## config.mk

```make
export PLATFORM = sky130hd
export DESIGN_NAME = biquad_iir_filter_core
export DESIGN_NICKNAME = d
export VERILOG_FILES = /design/src/sv/biq_pkg.sv /design/src/sv/biq_ctrl.sv /design/src/sv/biq_datapath.sv /design/src/sv/biquad_iir_filter_core.sv
export SDC_FILE = /design/constraint.sdc
export NUM_CORES = 2
export LEC_CHECK = 0
export BUFFER_PORTS_ARGS = -buffer_cell sky130_fd_sc_hd__buf_2
export CORE_MARGIN = 2
export CORE_UTILIZATION = 50
export DETAILED_ROUTE_END_ITERATION = 16
export GPL_TIMING_DRIVEN = 0
export PLACE_DENSITY = 0.69
export SLEW_MARGIN = 20
export SYNTH_ARGS = -nofsm -noshare
export SYNTH_HDL_FRONTEND = slang
export SYNTH_SLANG_ARGS = --single-unit
```

## constraint.sdc

```tcl
create_clock -name clk_i -period 10.7 [get_ports clk_i]
set_input_delay 0.535 -clock clk_i [delete_from_list [all_inputs] [get_ports clk_i]]
set_output_delay 0.535 -clock clk_i [all_outputs]
set_load 0.005 [all_outputs]
```

## src/sv/biq_pkg.sv

```systemverilog
`timescale 1ns / 1ps
// ----------------------------------------------------------------------------
// biq_pkg
// Shared types and constants for the biquad IIR filter core: coefficient
// register indexes, multiplier operand selection and controller commands.
// ----------------------------------------------------------------------------
package biq_pkg;

  // Configuration register index
  localparam int unsigned CfgIdxW = 3;

  localparam logic [CfgIdxW-1:0] REG_B0 = 3'd0;
  localparam logic [CfgIdxW-1:0] REG_B1 = 3'd1;
  localparam logic [CfgIdxW-1:0] REG_B2 = 3'd2;
  localparam logic [CfgIdxW-1:0] REG_A1 = 3'd3;
  localparam logic [CfgIdxW-1:0] REG_A2 = 3'd4;

  // Operand pair for the shared multiplier
  typedef enum logic [2:0] {
    MUL_A1W1,
    MUL_A2W2,
    MUL_B1W1,
    MUL_B2W2,
    MUL_B0W0
  } mul_sel_e;

  // Commands from the controller to the datapath
  typedef struct packed {
    logic     load;      // take a new request, preset accumulators
    mul_sel_e mul_sel;   // operands of the product registered this cycle
    logic     fb_sub;    // subtract registered product from feedback sum
    logic     ff_add;    // add registered product to feedforward sum
    logic     w0_latch;  // round and clip feedback sum into w0
    logic     commit;    // load result register and advance delay line
  } biq_cmd_t;

endpackage

```

## src/sv/biq_ctrl.sv

```systemverilog
`timescale 1ns / 1ps
// ----------------------------------------------------------------------------
// biq_ctrl
// Sequencer for the biquad core. Steps the shared multiplier through the five
// coefficient products and owns both channel handshakes.
// ----------------------------------------------------------------------------
module biq_ctrl (
  input  logic              clk_i,
  input  logic              rst_ni,
  input  logic              in_valid_i,
  output logic              in_ready_o,
  output logic              out_valid_o,
  input  logic              out_ready_i,
  output biq_pkg::biq_cmd_t cmd_o
);
  import biq_pkg::*;

  typedef enum logic [2:0] {
    ST_IDLE,
    ST_MUL_A1,
    ST_MUL_A2,
    ST_MUL_B1,
    ST_MUL_B2,
    ST_MUL_B0,
    ST_ACC_LAST,
    ST_FINISH
  } state_e;

  state_e state_q;
  logic   in_ready_q;
  logic   out_valid_q;
  logic   out_valid_d;
  logic   accept;
  logic   commit;

  assign accept = in_valid_i & in_ready_q;
  assign commit = (state_q == ST_FINISH) & (~out_valid_q | out_ready_i);

  // Raise valid on a new result, drop it once the held result is taken
  assign out_valid_d = commit | (out_valid_q & ~out_ready_i);

  // Decode commands from the current state
  always_comb begin
    cmd_o          = '0;
    cmd_o.mul_sel  = MUL_A1W1;
    cmd_o.load     = accept;
    cmd_o.commit   = commit;
    case (state_q)
      ST_MUL_A1: cmd_o.mul_sel = MUL_A1W1;
      ST_MUL_A2: begin
        cmd_o.mul_sel = MUL_A2W2;
        cmd_o.fb_sub  = 1'b1;
      end
      ST_MUL_B1: begin
        cmd_o.mul_sel = MUL_B1W1;
        cmd_o.fb_sub  = 1'b1;
      end
      ST_MUL_B2: begin
        cmd_o.mul_sel  = MUL_B2W2;
        cmd_o.w0_latch = 1'b1;
        cmd_o.ff_add   = 1'b1;
      end
      ST_MUL_B0: begin
        cmd_o.mul_sel = MUL_B0W0;
        cmd_o.ff_add  = 1'b1;
      end
      ST_ACC_LAST: cmd_o.ff_add = 1'b1;
      default: ;
    endcase
  end

  // Hold state and handshake flags
  always_ff @(posedge clk_i or negedge rst_ni) begin
    if (!rst_ni) begin
      state_q     <= ST_IDLE;
      in_ready_q  <= 1'b1;
      out_valid_q <= 1'b0;
    end else begin
      out_valid_q <= out_valid_d;
      case (state_q)
        ST_IDLE: begin
          if (accept) begin
            state_q    <= ST_MUL_A1;
            in_ready_q <= 1'b0;
          end
        end
        ST_MUL_A1:   state_q <= ST_MUL_A2;
        ST_MUL_A2:   state_q <= ST_MUL_B1;
        ST_MUL_B1:   state_q <= ST_MUL_B2;
        ST_MUL_B2:   state_q <= ST_MUL_B0;
        ST_MUL_B0:   state_q <= ST_ACC_LAST;
        ST_ACC_LAST: state_q <= ST_FINISH;
        ST_FINISH: begin
          if (commit) begin
            state_q    <= ST_IDLE;
            in_ready_q <= 1'b1;
          end
        end
        default: state_q <= ST_IDLE;
      endcase
    end
  end

  assign in_ready_o  = in_ready_q;
  assign out_valid_o = out_valid_q;

endmodule

```

## src/sv/biq_datapath.sv

```systemverilog
`timescale 1ns / 1ps
// ----------------------------------------------------------------------------
// biq_datapath
// Coefficient registers, delay line, one shared signed multiplier with a
// registered product, feedback and feedforward accumulators, rounding and
// saturation, and the result register.
// ----------------------------------------------------------------------------
module biq_datapath #(
  parameter int unsigned SAMPLE_WIDTH = 16,
  parameter int unsigned COEF_WIDTH   = 24,
  parameter int unsigned STATE_WIDTH  = 24
) (
  input  logic                                clk_i,
  input  logic                                rst_ni,
  input  logic                                cfg_we_i,
  input  logic [biq_pkg::CfgIdxW-1:0]         cfg_addr_i,
  input  logic [COEF_WIDTH-1:0]               cfg_wdata_i,
  input  logic signed [SAMPLE_WIDTH-1:0]      sample_in_i,
  input  logic                                clear_delay_i,
  input  biq_pkg::biq_cmd_t                   cmd_i,
  output logic signed [SAMPLE_WIDTH-1:0]      sample_out_o,
  output logic                                saturated_o
);
  import biq_pkg::*;

  localparam int unsigned Frac   = COEF_WIDTH - 4;
  localparam int unsigned ProdW  = COEF_WIDTH + STATE_WIDTH;
  localparam int unsigned XW     = SAMPLE_WIDTH + Frac;
  localparam int unsigned AccW   = ((ProdW > XW) ? ProdW : XW) + 2;
  localparam int unsigned RndW   = AccW - Frac;
  localparam logic [AccW-1:0]       Half   = AccW'(1) << (Frac - 1);
  localparam logic [COEF_WIDTH-1:0] UnityQ = COEF_WIDTH'(1) << Frac;

  logic signed [COEF_WIDTH-1:0]   b0_q, b1_q, b2_q, a1_q, a2_q;
  logic signed [STATE_WIDTH-1:0]  w1_q, w2_q, w0_q;
  logic signed [COEF_WIDTH-1:0]   mul_c;
  logic signed [STATE_WIDTH-1:0]  mul_w;
  logic signed [ProdW-1:0]        prod_q;
  logic signed [AccW-1:0]         acc_fb_q, acc_ff_q;
  logic signed [RndW-1:0]         rnd_fb, rnd_ff;
  logic signed [STATE_WIDTH-1:0]  w0_d;
  logic signed [SAMPLE_WIDTH-1:0] y_d;
  logic                           fb_clip, ff_clip;
  logic                           sat_w0_q;
  logic signed [SAMPLE_WIDTH-1:0] sample_out_q;
  logic                           saturated_q;

  // Write coefficient registers; drop writes beyond the list
  always_ff @(posedge clk_i or negedge rst_ni) begin
    if (!rst_ni) begin
      b0_q <= UnityQ;
      b1_q <= '0;
      b2_q <= '0;
      a1_q <= '0;
      a2_q <= '0;
    end else if (cfg_we_i) begin
      case (cfg_addr_i)
        REG_B0:  b0_q <= cfg_wdata_i;
        REG_B1:  b1_q <= cfg_wdata_i;
        REG_B2:  b2_q <= cfg_wdata_i;
        REG_A1:  a1_q <= cfg_wdata_i;
        REG_A2:  a2_q <= cfg_wdata_i;
        default: ;
      endcase
    end
  end

  // Select multiplier operands
  always_comb begin
    case (cmd_i.mul_sel)
      MUL_A1W1: begin mul_c = a1_q; mul_w = w1_q; end
      MUL_A2W2: begin mul_c = a2_q; mul_w = w2_q; end
      MUL_B1W1: begin mul_c = b1_q; mul_w = w1_q; end
      MUL_B2W2: begin mul_c = b2_q; mul_w = w2_q; end
      MUL_B0W0: begin mul_c = b0_q; mul_w = w0_q; end
      default:  begin mul_c = a1_q; mul_w = w1_q; end
    endcase
  end

  // Round by dropping the fraction (half an LSB is preset), then clip
  assign rnd_fb = acc_fb_q[AccW-1:Frac];
  assign rnd_ff = acc_ff_q[AccW-1:Frac];

  always_comb begin
    fb_clip = ~((&rnd_fb[RndW-1:STATE_WIDTH-1]) | ~(|rnd_fb[RndW-1:STATE_WIDTH-1]));
    if (fb_clip) begin
      w0_d = rnd_fb[RndW-1] ? {1'b1, {(STATE_WIDTH-1){1'b0}}}
                            : {1'b0, {(STATE_WIDTH-1){1'b1}}};
    end else begin
      w0_d = rnd_fb[STATE_WIDTH-1:0];
    end
    ff_clip = ~((&rnd_ff[RndW-1:SAMPLE_WIDTH-1]) | ~(|rnd_ff[RndW-1:SAMPLE_WIDTH-1]));
    if (ff_clip) begin
      y_d = rnd_ff[RndW-1] ? {1'b1, {(SAMPLE_WIDTH-1){1'b0}}}
                           : {1'b0, {(SAMPLE_WIDTH-1){1'b1}}};
    end else begin
      y_d = rnd_ff[SAMPLE_WIDTH-1:0];
    end
  end

  // Multiply, accumulate and latch the intermediate word
  always_ff @(posedge clk_i) begin
    prod_q <= mul_c * mul_w;
    if (cmd_i.load) begin
      acc_fb_q <= (AccW'(sample_in_i) <<< Frac) + Half;
      acc_ff_q <= Half;
    end else begin
      if (cmd_i.fb_sub) begin
        acc_fb_q <= acc_fb_q - AccW'(prod_q);
      end
      if (cmd_i.ff_add) begin
        acc_ff_q <= acc_ff_q + AccW'(prod_q);
      end
    end
    if (cmd_i.w0_latch) begin
      w0_q     <= w0_d;
      sat_w0_q <= fb_clip;
    end
    if (cmd_i.commit) begin
      sample_out_q <= y_d;
      saturated_q  <= sat_w0_q | ff_clip;
    end
  end

  // Clear on request, advance the delay line when a result is committed
  always_ff @(posedge clk_i or negedge rst_ni) begin
    if (!rst_ni) begin
      w1_q <= '0;
      w2_q <= '0;
    end else if (cmd_i.load && clear_delay_i) begin
      w1_q <= '0;
      w2_q <= '0;
    end else if (cmd_i.commit) begin
      w2_q <= w1_q;
      w1_q <= w0_q;
    end
  end

  assign sample_out_o = sample_out_q;
  assign saturated_o  = saturated_q;

endmodule

```

## src/sv/biquad_iir_filter_core.sv

```systemverilog
`timescale 1ns / 1ps
// ----------------------------------------------------------------------------
// biquad_iir_filter_core
// Direct form II biquad section with Q4.20 coefficients, saturating delay words
// and a saturating output.
// ----------------------------------------------------------------------------
// One signed multiplier with a registered product is shared by all five
// coefficient products, followed by a final accumulate and the round-and-clip
// step; a request is not accepted until the one before it has been committed.
// The input ready flag is registered, so it returns in the cycle after the
// result is committed. The result sits in an output register, so the next
// request is accepted while it waits; if it is still not taken when the
// following result is ready, the core holds until it is. Both sums are formed
// exactly and rounded once, half up, to a sample LSB. The coefficient registers
// (b0, b1, b2, a1, a2 at indexes 0 to 4) are to be written only while the core
// is idle; the core itself does not enforce this. b0 resets to unity, the rest
// to zero.
// ----------------------------------------------------------------------------
module biquad_iir_filter_core #(
  parameter int unsigned SAMPLE_WIDTH = 16,
  parameter int unsigned COEF_WIDTH   = 24,
  parameter int unsigned STATE_WIDTH  = 24
) (
  input  logic                           clk_i,
  input  logic                           rst_ni,
  input  logic                           cfg_we_i,
  input  logic [biq_pkg::CfgIdxW-1:0]    cfg_addr_i,
  input  logic [COEF_WIDTH-1:0]          cfg_wdata_i,
  input  logic                           in_valid_i,
  output logic                           in_ready_o,
  input  logic signed [SAMPLE_WIDTH-1:0] sample_in_i,
  input  logic                           clear_delay_i,
  output logic                           out_valid_o,
  input  logic                           out_ready_i,
  output logic signed [SAMPLE_WIDTH-1:0] sample_out_o,
  output logic                           saturated_o
);
  import biq_pkg::*;

  biq_cmd_t cmd;

  // Sequence the multiply-accumulate steps
  biq_ctrl u_ctrl (
    .clk_i       (clk_i),
    .rst_ni      (rst_ni),
    .in_valid_i  (in_valid_i),
    .in_ready_o  (in_ready_o),
    .out_valid_o (out_valid_o),
    .out_ready_i (out_ready_i),
    .cmd_o       (cmd)
  );

  // Arithmetic, coefficients and delay line
  biq_datapath #(
    .SAMPLE_WIDTH (SAMPLE_WIDTH),
    .COEF_WIDTH   (COEF_WIDTH),
    .STATE_WIDTH  (STATE_WIDTH)
  ) u_datapath (
    .clk_i         (clk_i),
    .rst_ni        (rst_ni),
    .cfg_we_i      (cfg_we_i),
    .cfg_addr_i    (cfg_addr_i),
    .cfg_wdata_i   (cfg_wdata_i),
    .sample_in_i   (sample_in_i),
    .clear_delay_i (clear_delay_i),
    .cmd_i         (cmd),
    .sample_out_o  (sample_out_o),
    .saturated_o   (saturated_o)
  );

endmodule

```

==> implementation parameters <==
Parameter                              Value

Critical path
  Arrival time of data at the critical path endpoint    10.94 ns
  Type of the setup path with the least slack    flip-flop to flip-flop
  Biggest cell delay along the critical path    0.73 ns
  Data required time at the worst endpoint    11.21 ns
  Crit path launch type    flip-flop
  Endpoint kind of the worst setup timing path    flip-flop
  Worst-path fanout max    10
  Cell repeated most along the worst path    fa_1
  Library cell contributing the largest single delay on the critical path    clkbuf_1

STA
  Max-slew headroom at the worst pin    21.67%
  Clock skew    0.02162 ns
  Final number of max-transition violations    0
  Achievable frequency    0.09589 GHz
  Final hold violations    0
  Measured slew at the worst slew-check pin    1.175 ns
  Worst hold slack across all endpoints    0.2446 ns
  Count of final setup violators    0
  Period minus WS final    10.43 ns
  Post-route clock period utilization    97.46%

GRT
  Leftover overflow at the end of global routing    0
  Global-route wire length before repair    181800 um
  Largest net degree at the start of global routing    90
  Via count of the first global-routing pass    30970
  Number of antenna violations at the first check in global routing    1
  Combined global-route utilization of all metal layers    29.37%

Synth
  Leading register cell type out of synthesis    dfrtp_1
  Number of cells produced by synthesis    4100
  Number of flip-flops and latches in the synthesized netlist    363
  Post-synthesis async set-or-reset flop share    47.66%
  Distinct cell type count of the synthesized netlist    83
  Proportion of netlist area held by the largest area contributor    31.03%
  Part of the Yosys area used for sequential elements    23.05%
  EDFF count, synth    92
  Count of yosys warnings during synthesis    0
  Biggest area contributors in the synthesized netlist    fa_1, dfrtp_1, ha_1
  Cell accounting for the most synthesized area    fa_1
  Synth Area per Inst    9.584 um2
  Net count of the mapped netlist    4994
  Post-Syn Area    0.03930 mm2

Die
  Effective utilization at floorplan    50.64%
  Number of ports placed on the die boundary    68
  Overall die height    284.3 um
  # rows    102
  Die Span X    284.3 um
  Die area    0.08085 mm2
  Core Box Area    0.07759 mm2

Flow run
  Count of maximum capacitance violations    0

Placed design
  Post-DP HPWL    94460 um
  Routability congestion estimate from global placement    1.026
  Port Buf Inserts    67

Clock network
  Total clock buffers created by CTS    41
  Clock root cell    clkbuf_16
  TritonCTS clock tree    done
  Maximum number of buffers from clock root to sink    3
  Clock transition at the registers of the reported paths    0.06 ns
  Clock sink total    363
  Htree depth    2
  Clock insertion delay at the later pin of the skew report    0.59 ns

Outcome
  Result of the run    complete, no violations

Routing
  Detailed-route via count    30300
  First drt pass iteration count    6
  Per-cell routed wire length    22.00 um
  DRC violation count after routing    0
  Number of DRC markers after the initial detailed-route iteration    2397
  Detailed Route WL    116600 um
  ANT nets after route    0
  Post-detailed-route via-to-cell ratio    5.717

Cells and area
  Ratio of cells with drive above 1 in the final layout    9.413%
  Inserted Diodes    0
  Post-layout net count    5121
  P&R area growth vs syn    9.215%

Worst hold path
  Path category of the worst min-delay check    input pin to flip-flop
sequential cells by signal, summed over array words and instances, names as in the netlist, 3 cells and up:
| name | count |
|---|---|
| u_datapath.acc_ff_q | 50 |
| u_ctrl.state_q | 3 |
| u_datapath.b1_q | 24 |
| u_datapath.a2_q | 24 |
| u_datapath.w0_q | 24 |
| u_datapath.w2_q | 24 |
| u_datapath.b2_q | 24 |
| u_datapath.w1_q | 24 |
| u_datapath.prod_q | 48 |
| u_datapath.sample_out_o | 16 |
| u_datapath.b0_q | 24 |
| u_datapath.acc_fb_q | 50 |
| u_datapath.a1_q | 24 |
synthesized netlist by cell type, types with 34 or more instances:
cell	n
a21o_1	85
a21oi_1	183
a22o_1	55
and2_1	34
clkbuf_1	169
dfrtp_1	171
dfxtp_1	98
edfxtp_1	92
fa_1	609
ha_1	236
inv_1	704
mux2_2	121
nand2_1	436
nand2b_1	49
nand3_1	50
nor2_1	375
o21a_1	37
o21ai_0	113
o21ai_1	35
xnor2_1	89
xor2_1	46
cell type report:
cell class              instances  area, um2
multi-input cells            2855      27100
fillers                      7077      34680
clock buffers                  55       1232
well taps                    1040       1301
inverters                     706       2650
flip-flops and latches        363       9056
plain buffers                 175      730.7
repair buffers                 85      548.0
clock inverters                21      300.3
layout by cell type (no fill, tap or decap), types with 9 or more instances in the layout:
cell type	n
xor2_1	46
o21a_1	36
ha_1	236
a21o_1	85
nand2_1	435
xnor2_1	89
a22o_1	55
a211oi_1	13
a221oi_2	10
clkbuf_16	44
clkbuf_2	52
nand4_1	17
o21ai_0	107
clkbuf_1	116
a31oi_1	14
a222oi_1	24
fa_1	609
buf_2	71
inv_1	704
dfxtp_1	98
nor2_1	373
edfxtp_1	92
a21oi_1	178
o21ai_1	34
nor2b_1	20
o21bai_1	25
a221o_1	16
nor3_1	20
dfrtp_1	171
and3_1	9
buf_4	10
clkbuf_8	9
nand2b_1	49
and2_1	34
nand3_1	50
mux2_2	121
final timing paths:
kind | startpoint | end | slack [ns] | depth (start not counted)
setup / recovery | u_ctrl.state_q[1]$_DFFE_PN0P_ | u_datapath.prod_q[46]$_DFF_P_ | 0.27 | 33
hold / removal | cfg_wdata_i[1] | u_datapath.a1_q[1]$_DFFE_PN0P_ | 0.24 | 2
setup reg to reg | u_ctrl.state_q[1]$_DFFE_PN0P_ | u_datapath.prod_q[46]$_DFF_P_ | 0.27 | 33
hold reg to reg | u_datapath.acc_ff_q[5]$_SDFFE_PP0P_ | u_datapath.acc_ff_q[5]$_SDFFE_PP0P_ | 0.46 | 2
max in group asynchronous | rst_ni | u_ctrl.in_ready_o$_DFFE_PN1P_ | 9.21 | 3
min in group asynchronous | rst_ni | u_datapath.a2_q[12]$_DFFE_PN0P_ | 0.54 | 2
what timing repair did:
action                                 CTS  global route
setup buffers                            0             1
hold buffers                             1             0
gates resized for setup                 19            97
setup endpoints to repair                8            10
endpoints found under the hold margin   87             0
worst max-delay path: cells and delay by family (launching register included):
kind                       cells  cell delay, ns
AOI/OAI and AO/OA              7            1.73
xor gates and xnor gates       1            0.22
and+or+nand+nor                7            1.63
buffers and inverters          9            1.92
DFF                            1            0.41
adders and majority gates      9            4.40
logic make-up (layout without fill, tap and decap cells):
| family | Yosys count | count (layout) | synth area share, % |
|---|---|---|---|
| flops | 363 | 363 | 23.05 |
| compound gates | 702 | 702 | 12.03 |
| xor+xnor | 135 | 135 | 3.009 |
| mux | 121 | 121 | 3.467 |
| fa+ha+maj | 845 | 845 | 38.54 |
| buf+inv | 882 | 1042 | 8.425 |
| simple gates | 1052 | 1052 | 11.49 |
stage by stage:
step | area, um2 | utilization [%] | setup WS [ns] | instances | setup TNS, ns
2_1_floorplan | 39300 | - | 2.046 | 4100 | 0
3_3_place_gp | 40930 | 52.75 | -0.6157 | 5207 | -4.016
3_5_place_dp | 41220 | 53.13 | -0.4355 | 5223 | -1.857
4_1_cts | 42800 | 55.16 | 0.002573 | 5300 | 0
5_1_grt | 42920 | 55.31 | -0.04061 | 5300 | -0.08464
6_report | 42920 | 55.31 | 0.2718 | 5300 | 0
routing by layer:
metal / share of wire [%] / global-route usage (%)
met5: 0.021 / 0
met4: 5.3 / 12.88
met3: 8.8 / 6.011
met2: 45 / 45.38
met1: 41 / 40.15
Power is not shown: default switching activity piles up to over one toggle a cycle in this logic, so the estimate is an artifact.
